File: src/rtl/core/bts_pkg.sv
// Package for the button toggled stepper sequencer.
// Holds the request and result payload types, mode codes and coil table.
// No dependencies.
package bts_pkg;

    typedef struct packed {
        logic fwd_button_raw;
        logic rev_button_raw;
    } in_item_t;

    typedef struct packed {
        logic [3:0] coil_pattern;
        logic [1:0] motor_mode;
        logic       step_taken;
        logic       fwd_button_level;
        logic       rev_button_level;
    } out_item_t;

    // Status of one debounced button after the current tick.
    typedef struct packed {
        logic level;
        logic rise;
    } deb_status_t;

    localparam logic [1:0] MODE_HALT = 2'd0;
    localparam logic [1:0] MODE_FWD  = 2'd1;
    localparam logic [1:0] MODE_REV  = 2'd2;

    localparam logic [7:0] ELAPSED_MAX   = 8'd255;
    localparam logic [7:0] DEBOUNCE_RST  = 8'd30;
    localparam logic [7:0] STEP_PER_RST  = 8'd3;

    localparam logic [7:0] CFG_IDX_DEBOUNCE = 8'd0;
    localparam logic [7:0] CFG_IDX_STEP_PER = 8'd1;

    // Full-step pattern, two coils on; bit 0 drives the first coil.
    function automatic logic [3:0] coil_lookup(input logic [1:0] phase);
        logic [3:0] pat;
        case (phase)
            2'd0:    pat = 4'h9;
            2'd1:    pat = 4'h3;
            2'd2:    pat = 4'h6;
            2'd3:    pat = 4'hC;
            default: pat = 4'h0;
        endcase
        return pat;
    endfunction

endpackage

File: src/rtl/core/bts_debounce.sv
// Debouncer for one push button, advanced once per tick.
// Depends on bts_pkg for the status struct and the counter limit.
module bts_debounce (
    input  logic               clk,
    input  logic               rst_n,
    input  logic               tick,
    input  logic               raw,
    input  logic [7:0]         hold_limit,
    output bts_pkg::deb_status_t status
);

    logic       prev_reg, prev_next;
    logic       stable_reg, stable_next;
    logic [7:0] elapsed_reg, elapsed_next;
    logic       take;

    always_comb
    begin
        prev_next = raw;
        if (raw != prev_reg)
        begin
            elapsed_next = 8'd0;
        end
        else if (elapsed_reg != bts_pkg::ELAPSED_MAX)
        begin
            elapsed_next = elapsed_reg + 8'd1;
        end
        else
        begin
            elapsed_next = elapsed_reg;
        end
        // A level is taken once it has been stable for more than the limit.
        take        = (elapsed_next > hold_limit) && (raw != stable_reg);
        stable_next = take ? raw : stable_reg;
        status.level = stable_next;
        status.rise  = take && raw;
    end

    always_ff @(posedge clk or negedge rst_n)
    begin
        if (!rst_n)
        begin
            prev_reg    <= 1'b0;
            stable_reg  <= 1'b0;
            elapsed_reg <= 8'd0;
        end
        else if (tick)
        begin
            prev_reg    <= prev_next;
            stable_reg  <= stable_next;
            elapsed_reg <= elapsed_next;
        end
    end

endmodule

File: src/rtl/core/button_toggled_stepper_sequencer.sv
// Top level of the button toggled stepper sequencer.
// Depends on bts_pkg and bts_debounce.

// Each request is one millisecond tick carrying the raw levels of the forward
// and reverse buttons, and each request yields exactly one result with the
// coil drive, the run mode, a step flag and both debounced button levels. The
// block sustains one request per clock cycle while results are taken: a request
// lands in an input register, and when that register advances a single pass of
// logic debounces both buttons, updates the mode, step timer and phase, and
// loads the result register. While a result waits for the consumer the input
// register can still take one more request, and both stages stall together only
// when both are full and the result is not being taken.
// The two configuration registers (debounce limit and step period) are written
// through a separate channel that is always ready; indexes beyond the two
// registers are accepted and ignored. Write them only while no request is in
// flight. A step period of zero behaves as one, and a debounce limit of 255
// freezes both debounced levels.
module button_toggled_stepper_sequencer (
    input  logic               clk,
    input  logic               rst_n,
    input  logic               in_valid,
    output logic               in_ready,
    input  bts_pkg::in_item_t  in_data,
    output logic               out_valid,
    input  logic               out_ready,
    output bts_pkg::out_item_t out_data,
    input  logic               cfg_valid,
    output logic               cfg_ready,
    input  logic [7:0]         cfg_index,
    input  logic [7:0]         cfg_data
);

    // Configuration registers.
    logic [7:0] deb_limit_reg;
    logic [7:0] step_period_reg;

    // Input stage.
    logic               s1_valid_reg;
    bts_pkg::in_item_t  s1_data_reg;
    logic               s1_adv;

    // Sequencer state.
    logic [1:0] mode_reg, mode_next;
    logic [1:0] phase_reg, phase_next;
    logic [7:0] timer_reg, timer_next;

    // Result stage.
    logic               out_valid_reg;
    bts_pkg::out_item_t out_data_reg, out_data_next;

    bts_pkg::deb_status_t fwd_st;
    bts_pkg::deb_status_t rev_st;

    logic [1:0] mode_mid;
    logic [7:0] period;
    logic       stepped;

    // The input stage moves on whenever the result register is free or drained.
    assign s1_adv    = s1_valid_reg && (!out_valid_reg || out_ready);
    assign in_ready  = !s1_valid_reg || s1_adv;
    assign cfg_ready = 1'b1;
    assign out_valid = out_valid_reg;
    assign out_data  = out_data_reg;

    always_ff @(posedge clk or negedge rst_n)
    begin
        if (!rst_n)
        begin
            deb_limit_reg   <= bts_pkg::DEBOUNCE_RST;
            step_period_reg <= bts_pkg::STEP_PER_RST;
        end
        else if (cfg_valid)
        begin
            case (cfg_index)
                bts_pkg::CFG_IDX_DEBOUNCE: deb_limit_reg   <= cfg_data;
                bts_pkg::CFG_IDX_STEP_PER: step_period_reg <= cfg_data;
                default:                   deb_limit_reg   <= deb_limit_reg;
            endcase
        end
    end

    // Both debouncers advance only when a tick is processed.
    bts_debounce u_fwd_deb (
        .clk        (clk),
        .rst_n      (rst_n),
        .tick       (s1_adv),
        .raw        (s1_data_reg.fwd_button_raw),
        .hold_limit (deb_limit_reg),
        .status     (fwd_st)
    );

    bts_debounce u_rev_deb (
        .clk        (clk),
        .rst_n      (rst_n),
        .tick       (s1_adv),
        .raw        (s1_data_reg.rev_button_raw),
        .hold_limit (deb_limit_reg),
        .status     (rev_st)
    );

    always_comb
    begin
        period = (step_period_reg == 8'd0) ? 8'd1 : step_period_reg;

        // The forward edge is applied first, so a reverse edge on the same tick wins.
        mode_mid = mode_reg;
        if (fwd_st.rise)
        begin
            mode_mid = (mode_reg == bts_pkg::MODE_FWD) ? bts_pkg::MODE_HALT
                                                       : bts_pkg::MODE_FWD;
        end
        mode_next = mode_mid;
        if (rev_st.rise)
        begin
            mode_next = (mode_mid == bts_pkg::MODE_REV) ? bts_pkg::MODE_HALT
                                                        : bts_pkg::MODE_REV;
        end

        stepped    = 1'b0;
        phase_next = phase_reg;
        timer_next = 8'd0;
        if ((mode_next == bts_pkg::MODE_FWD) || (mode_next == bts_pkg::MODE_REV))
        begin
            // Entering a running mode steps at once and restarts the timer.
            if ((mode_next != mode_reg) || (timer_reg == 8'd0))
            begin
                stepped    = 1'b1;
                timer_next = period - 8'd1;
                phase_next = (mode_next == bts_pkg::MODE_FWD) ? phase_reg + 2'd1
                                                              : phase_reg - 2'd1;
            end
            else
            begin
                timer_next = timer_reg - 8'd1;
            end
            out_data_next.coil_pattern = bts_pkg::coil_lookup(phase_next);
        end
        else
        begin
            mode_next                  = bts_pkg::MODE_HALT;
            out_data_next.coil_pattern = 4'h0;
        end

        out_data_next.motor_mode       = mode_next;
        out_data_next.step_taken       = stepped;
        out_data_next.fwd_button_level = fwd_st.level;
        out_data_next.rev_button_level = rev_st.level;
    end

    always_ff @(posedge clk or negedge rst_n)
    begin
        if (!rst_n)
        begin
            s1_valid_reg  <= 1'b0;
            out_valid_reg <= 1'b0;
            mode_reg      <= bts_pkg::MODE_HALT;
            phase_reg     <= 2'd0;
            timer_reg     <= 8'd0;
        end
        else
        begin
            if (in_ready)
            begin
                s1_valid_reg <= in_valid;
            end
            if (s1_adv)
            begin
                out_valid_reg <= 1'b1;
                mode_reg      <= mode_next;
                phase_reg     <= phase_next;
                timer_reg     <= timer_next;
            end
            else if (out_ready)
            begin
                out_valid_reg <= 1'b0;
            end
        end
    end

    always_ff @(posedge clk)
    begin
        if (in_valid && in_ready)
        begin
            s1_data_reg <= in_data;
        end
        if (s1_adv)
        begin
            out_data_reg <= out_data_next;
        end
    end

    // A step is only ever reported while running.
    a_step_running: assert property (@(posedge clk) disable iff (!rst_n)
        out_valid_reg && out_data_reg.step_taken |->
            out_data_reg.motor_mode != bts_pkg::MODE_HALT)
        else $error("step reported while stopped");

    // Coils are dark exactly when the motor is stopped.
    a_coils_stop: assert property (@(posedge clk) disable iff (!rst_n)
        out_valid_reg |->
            ((out_data_reg.motor_mode == bts_pkg::MODE_HALT) ==
             (out_data_reg.coil_pattern == 4'h0)))
        else $error("coil pattern does not match mode");

    // A stalled input stage keeps its request.
    a_s1_hold: assert property (@(posedge clk) disable iff (!rst_n)
        s1_valid_reg && !s1_adv |=> s1_valid_reg)
        else $error("input stage dropped a request");

    // The phase only moves on a tick that reports a step.
    a_phase_step: assert property (@(posedge clk) disable iff (!rst_n)
        !s1_adv |=> $stable(phase_reg))
        else $error("phase changed without a tick");

endmodule
File: config.mk
export PLATFORM = sky130hd
export DESIGN_NAME = button_toggled_stepper_sequencer
export DESIGN_NICKNAME = d
export VERILOG_FILES = /design/src/rtl/core/bts_pkg.sv /design/src/rtl/core/bts_debounce.sv /design/src/rtl/core/button_toggled_stepper_sequencer.sv
export SDC_FILE = /design/constraint.sdc
export NUM_CORES = 1
export LEC_CHECK = 0
export ABC_AREA = 0
export BUFFER_PORTS_ARGS = -buffer_cell sky130_fd_sc_hd__clkbuf_2
export CAP_MARGIN = 20
export CELL_PAD_IN_SITES_DETAIL_PLACEMENT = 0
export CELL_PAD_IN_SITES_GLOBAL_PLACEMENT = 1
export CORE_MARGIN = 1
export CORE_UTILIZATION = 46
export DETAILED_ROUTE_END_ITERATION = 10
export PLACE_DENSITY_LB_ADDON = 0.1
export SYNTH_ARGS = -nofsm -noshare
export SYNTH_HDL_FRONTEND = slang
export SYNTH_SLANG_ARGS = --single-unit
File: constraint.sdc
create_clock -name clk -period 5.85 [get_ports clk]
set_input_delay 0.8775 -clock clk [delete_from_list [all_inputs] [get_ports clk]]
set_output_delay 0.8775 -clock clk [all_outputs]
set_load 0.01 [all_outputs]
; ---- Yosys cells after proc, flatten, opt, wreduce, memory -nomap -nowiden
; Cells that the tools add are included.
[totals]
regBits = 61
latchBits = 0
mem_bits_rw = 0
mem_bits_ro = 0
input_bits = 23
out_inout_bits = 12
word_cells = 84
n_memories = 0
[classes]
add_sub_neg = 6
multipliers = 0
div_mod_pow = 0
order_cmp = 2
n_eq_ne = 15
shifts = 0
mux = 21
n_bitwise = 0
reduce_logical = 20
[ops]
columns = operator, n
row1 = 8-bit two-way mux, 7
row2 = 8-bit zero test, 3
row3 = "8-bit by 1-bit adder with 8-bit output, second input constant", 2
row4 = 8-bit > comparator, 2
row5 = "8-bit inequality test, second input constant", 2
row6 = 4-bit one-hot mux with 4 select lines, 1
row7 = "8-bit by 1-bit subtractor with 8-bit output, second input constant", 2
row8 = 2-bit two-way mux, 7
row9 = "2-bit == test, second input constant", 4
row10 = "8-bit by 1-bit == test with 1-bit output, second input constant", 1
row11 = "2-bit by 1-bit == test with 1-bit output, second input constant", 3
row12 = 1-bit logical AND, 6
row13 = 1-bit two-way mux, 6
row14 = 2-bit AND reduction, 3
row15 = 1-bit logical OR, 4
row16 = 1-bit inequality test, 4
row17 = "2-bit by 1-bit adder with 2-bit output, second input constant", 1
row18 = 1-bit zero test, 2
row19 = 2-bit zero test, 1
row20 = 2-bit inequality test, 1
row21 = 2-bit nonzero test, 1
row22 = "2-bit by 1-bit subtractor with 2-bit output, second input constant", 1

; ---- Logic depth before layout (Yosys ltp)
[depth]
depth_word = 16
depth_mapped = 23
mapped_depth_nobuf = 23

; ---- By module
; A second synthesis with hierarchy kept.
[unflattened]
cells_unflattened = 390
area_unflattened_um2 = 3896.2
[by_module_without_submodules]
columns = mod, instances, cells_each, area_each_um2
row1 = button_toggled_stepper_sequencer, 1, 190, 2123.3
row2 = bts_debounce (u_fwd_deb), 1, 98, 915.9
row3 = bts_debounce (u_rev_deb), 1, 102, 857.1

; ---- Least setup slack after synthesis
; OpenSTA, ideal clock, no wires.
[synth_timing]
path_type = register to register
startpoint = register u_rev_deb.elapsed_reg[0]
endpoint = register timer_reg[4]
t_arrival_ps = 4301
path_slack_ps = 1417
stages_incl_launch_ff = 22
path_buffers = 2
period_less_slack_ps = 4433
cell_sequence = dfrtp_1 ha_1 and3_1 and2_1 nand4_1 nand2b_1 xor2_1 nor2_1 ha_1 and4_1 a211oi_1 o211a_1 mux2_4 nand2_1 buf_2 buf_2 o21ai_0 ha_1 o31ai_2 mux2_2 a211oi_1 o21ai_1
[synth_via]
elab_chain_len = 11
[synth_lines]
columns = element, line
row1 = "start, declared", bts_debounce.sv:14  ; logic [7:0] elapsed_reg, elapsed_next;
row2 = "start signal, assigned", bts_debounce.sv:51  ; elapsed_reg <= elapsed_next;
row3 = 8-bit by 1-bit adder with 8-bit output / 8-bit inequality test (equally long branches), "bts_debounce.sv:26, bts_debounce.sv:24"
row4 = 8-bit two-way mux (*), bts_debounce.sv:24  ; else if (elapsed_reg != bts_pkg::ELAPSED_MAX)
row5 = 8-bit two-way mux (*), bts_debounce.sv:20  ; if (raw != prev_reg)
row6 = net u_rev_deb.elapsed_next[3], bts_debounce.sv:14
row7 = 8-bit > comparator (*), bts_debounce.sv:33  ; take = (elapsed_next > hold_limit) && (raw != stable_reg);
row8 = 1-bit logical AND (*), bts_debounce.sv:33
row9 = 1-bit logical AND (*), bts_debounce.sv:36  ; status.rise = take && raw;
row10 = 2-bit two-way mux (*), button_toggled_stepper_sequencer.sv:113  ; if (rev_st.rise)
row11 = 2-bit inequality test, button_toggled_stepper_sequencer.sv:125  ; if ((mode_next != mode_reg) || (timer_reg == 8'd0))
row12 = 1-bit logical OR, button_toggled_stepper_sequencer.sv:125
row13 = 8-bit two-way mux, button_toggled_stepper_sequencer.sv:125
row14 = 8-bit two-way mux (*), button_toggled_stepper_sequencer.sv:122  ; if ((mode_next == bts_pkg::MODE_FWD) || (mode_next == bts_pkg::MODE_REV))
row15 = "end signal, assigned", button_toggled_stepper_sequencer.sv:171  ; timer_reg <= timer_next;
row16 = "end, declared", button_toggled_stepper_sequencer.sv:45  ; logic [7:0] timer_reg, timer_next;
; The timed path passes the listed nets; every way through them passes the cells marked *.
; A chain may end at the register's enable or synchronous reset.

; ---- Worst setup path after layout
; Same ends and word-level chain as after synthesis.

==> reports/qor.yml <==
die:
  start_util: 0.475
  die_width_um: 91.3
  core_area_mm2: 0.00773
  dieArea_mm2: 0.00834
  io_pins: 35
  row_count: 32
  die_h_um: 91.3
critical_path:
  worstPathBufferInverterCount: 0
  path_delay_family: "simple AND/OR/NAND/NOR gates"
  cpPeakStageDelay_ps: 480
  cpMaxStageDelayCell: "nand2_1"
  crit_required_ps: 6050
  cp.arrival_ps: 5220
  crit_top_cell: "ha_1"
  crit_chain: "ha_1 > and3_1 > and2_1 > nand4_1 > nand2b_1 > xor2_1 > nor2_1 > ha_1 > and4_1 > a211oi_1 > o211a_1 > mux2_4 > nand2_1 > o21ai_0 > ha_1 > o31ai_2 > mux2_2 > a211oi_1 > o21ai_1"
  crit_type: "flop to flop"
  path_max_fanout: 20
  crit_path_end_kind: "flop"
  start_kind: "flop"
yosys:
  ys.flop_type: "dfrtp_1"
  synth_edf_count: 11
  synth-async-reset-ratio: 0.820
  yosys_warnings: 0
  netlist_instances: 393
  netlist_area_mm2: 0.00367
  synth-seq-cells: 61
  avgSynthCellArea_um2: 9.34
  synth_seq_area_share: 0.433
  synth_nets: 441
  synth_cell_type_count: 56
final_layout:
  layout.cells.non_filler: 534
  largest_register_ffs: 9
  nets: 475
  layout-area-overhead-vs-synth_pct: 13.2
  final_area_mm2: 0.00415
  drive_above_1_share: 0.188
  postLayoutCoreUtil: 0.538
  diodes: 0
clocking:
  cts_setup_buffers: 0
  h-tree-depth: 3
  clockBufferDepth: 2
  clock-root-buffer: "clkbuf_8"
  cts_hold_buffers: 0
  clock_latency_ps: 340
  post_cts_resized: 0
  clk_pin_slew_ps: 70
  numCtsBuffers: 9
  cts_tree: "yes"
  clock-sinks: 61
placed_design:
  place_area_mm2: 0.00393
  routabilityCongestion: 0.843
  io_buffers: 33
  dp_hpwl_um: 5560
  post-place-cells: 518
  dp_slack_ps: 842
routing:
  routed_wl_um: 7840
  avgRoutedWirePerCell_um: 14.7
  vias: 2905
  drcViolationCount: 0
  first_iter_violations: 105
  dr.pass1.iters: 4
  avgViaCountPerCell: 5.44
  antenna_left: 0
sta:
  timing.final.ws_setup_ps: 828
  timing.final.crit_share: 0.858
  fin_crit_ps: 5020
  slew_headroom: 0.480
  hold_viol: 0
  worstMarginPinSlew_ps: 778
  setup_viol: 0
  slew_violations: 0
  setup_tns_ps: 0
  max_clock_freq_mhz: 199
  clock_skew_ps: 6.38
  timing.hold.ws_ps: 490
  rsz0062_at_grt: "false"
global_routing:
  antenna_found_initial: 0
  grt_pass1_vias: 2783
  grt_usage: 0.209
  grt_overflow: 0
  grt_max_degree: 51
  grt_first_pass_wirelength_um: 13400
pwr:
  clkPwrFrac: 0.384
  power.switching_mw: 0.304
  total_power_mw: 1.11
  p_leak_nw: 2.04
  ir_worst_vdd_mv: 0.159
  p_seq_frac: 0.445
  p_comb_frac: 0.171
  internal-power_mw: 0.807
  p_per_area_mw_per_mm2: 268
  switching_share: 0.274
flow_run:
  maxCapViolCount: 0
outcome:
  status: "finished, final reports clean"
hold_path:
  hold_class: "flop to flop"
cell type report:
| class | instances | area (um2) |
|---|---|---|
| Inverter | 16 | 60.1 |
| Sequential cell | 61 | 1590 |
| Multi-Input combinational cell | 303 | 1960 |
| Clock buffer | 12 | 155 |
| Fill cell | 696 | 3570 |
| Timing Repair Buffer | 36 | 188 |
| Clock inverter | 4 | 70.1 |
| Tap cell | 102 | 128 |
logic make-up (layout without fill, tap and decap cells):
group           Yosys count  after routing  synth area share
xor+xnor                 15             15            0.0358
other cells               1              1           0.00102
flops                    61             61             0.433
mux                      26             26            0.0774
fa+ha+maj                25             25            0.0852
compound gates           64             64             0.116
buf+inv                  29             68            0.0317
simple gates            172            172             0.220
synthesized netlist by cell type, types with 5 or more instances:
master	instances	area, um2
edfxtp_1	11	330
nand3_1	9	45.0
mux2i_1	10	100
nor2_1	31	116
a21oi_1	11	55.1
nor3_1	8	40.0
o21ai_0	23	115
and3_1	5	31.3
dfstp_2	6	158
inv_1	15	56.3
dfrtp_1	44	1100
nand4_1	7	43.8
nand2b_1	7	43.8
nand2_1	79	297
ha_1	25	313
mux2_2	15	169
clkbuf_1	9	33.8
nor2b_1	5	31.3
xor2_1	12	105
layout by cell type, fill, tap and decap left out, drive strengths merged, types with 7 or more instances in the layout:
| master | count |
|---|---|
| a21oi | 13 |
| clkbuf | 45 |
| dfrtp | 44 |
| edfxtp | 11 |
| ha | 25 |
| inv | 15 |
| mux2 | 16 |
| mux2i | 10 |
| nand2 | 79 |
| nand2b | 7 |
| nand3 | 9 |
| nand4 | 7 |
| nor2 | 31 |
| nor3 | 8 |
| o21ai | 24 |
| xor2 | 12 |
power groups by stage:
stage / Sequential [mW] / Clock, mW / Combinational (mW)
global placement: 0.500 / 0 / 0.187
CTS: 0.494 / 0.438 / 0.193
detailed placement: 0.502 / 0 / 0.192
floorplan: 0.498 / 0 / 0.133
finish: 0.494 / 0.427 / 0.190
global route: 0.498 / 0.453 / 0.217
worst paths after layout:
kind | from | to | slack (ps) | cells after the start
worst max-delay path | u_rev_deb.elapsed_reg[0] | timer_reg[4] | 830 | 19
max in group asynchronous | rst_n | u_fwd_deb.elapsed_reg[5] | 4770 | 2
worst min register to register | phase_reg[1] | phase_reg[1] | 490 | 1
worst min-delay path | phase_reg[1] | phase_reg[1] | 490 | 1
min in group asynchronous | rst_n | phase_reg[0] | 640 | 2
worst max register to register | u_rev_deb.elapsed_reg[0] | timer_reg[4] | 830 | 19
routing by layer:
metal	vias up	part of all wire	global-route usage
met4	0	0.018	0.0913
li1	1449	-	-
met2	61	0.44	0.328
met5	-	0	0
met3	10	0.034	0.0436
met1	1385	0.50	0.281
(Power assumes the default switching activity.)
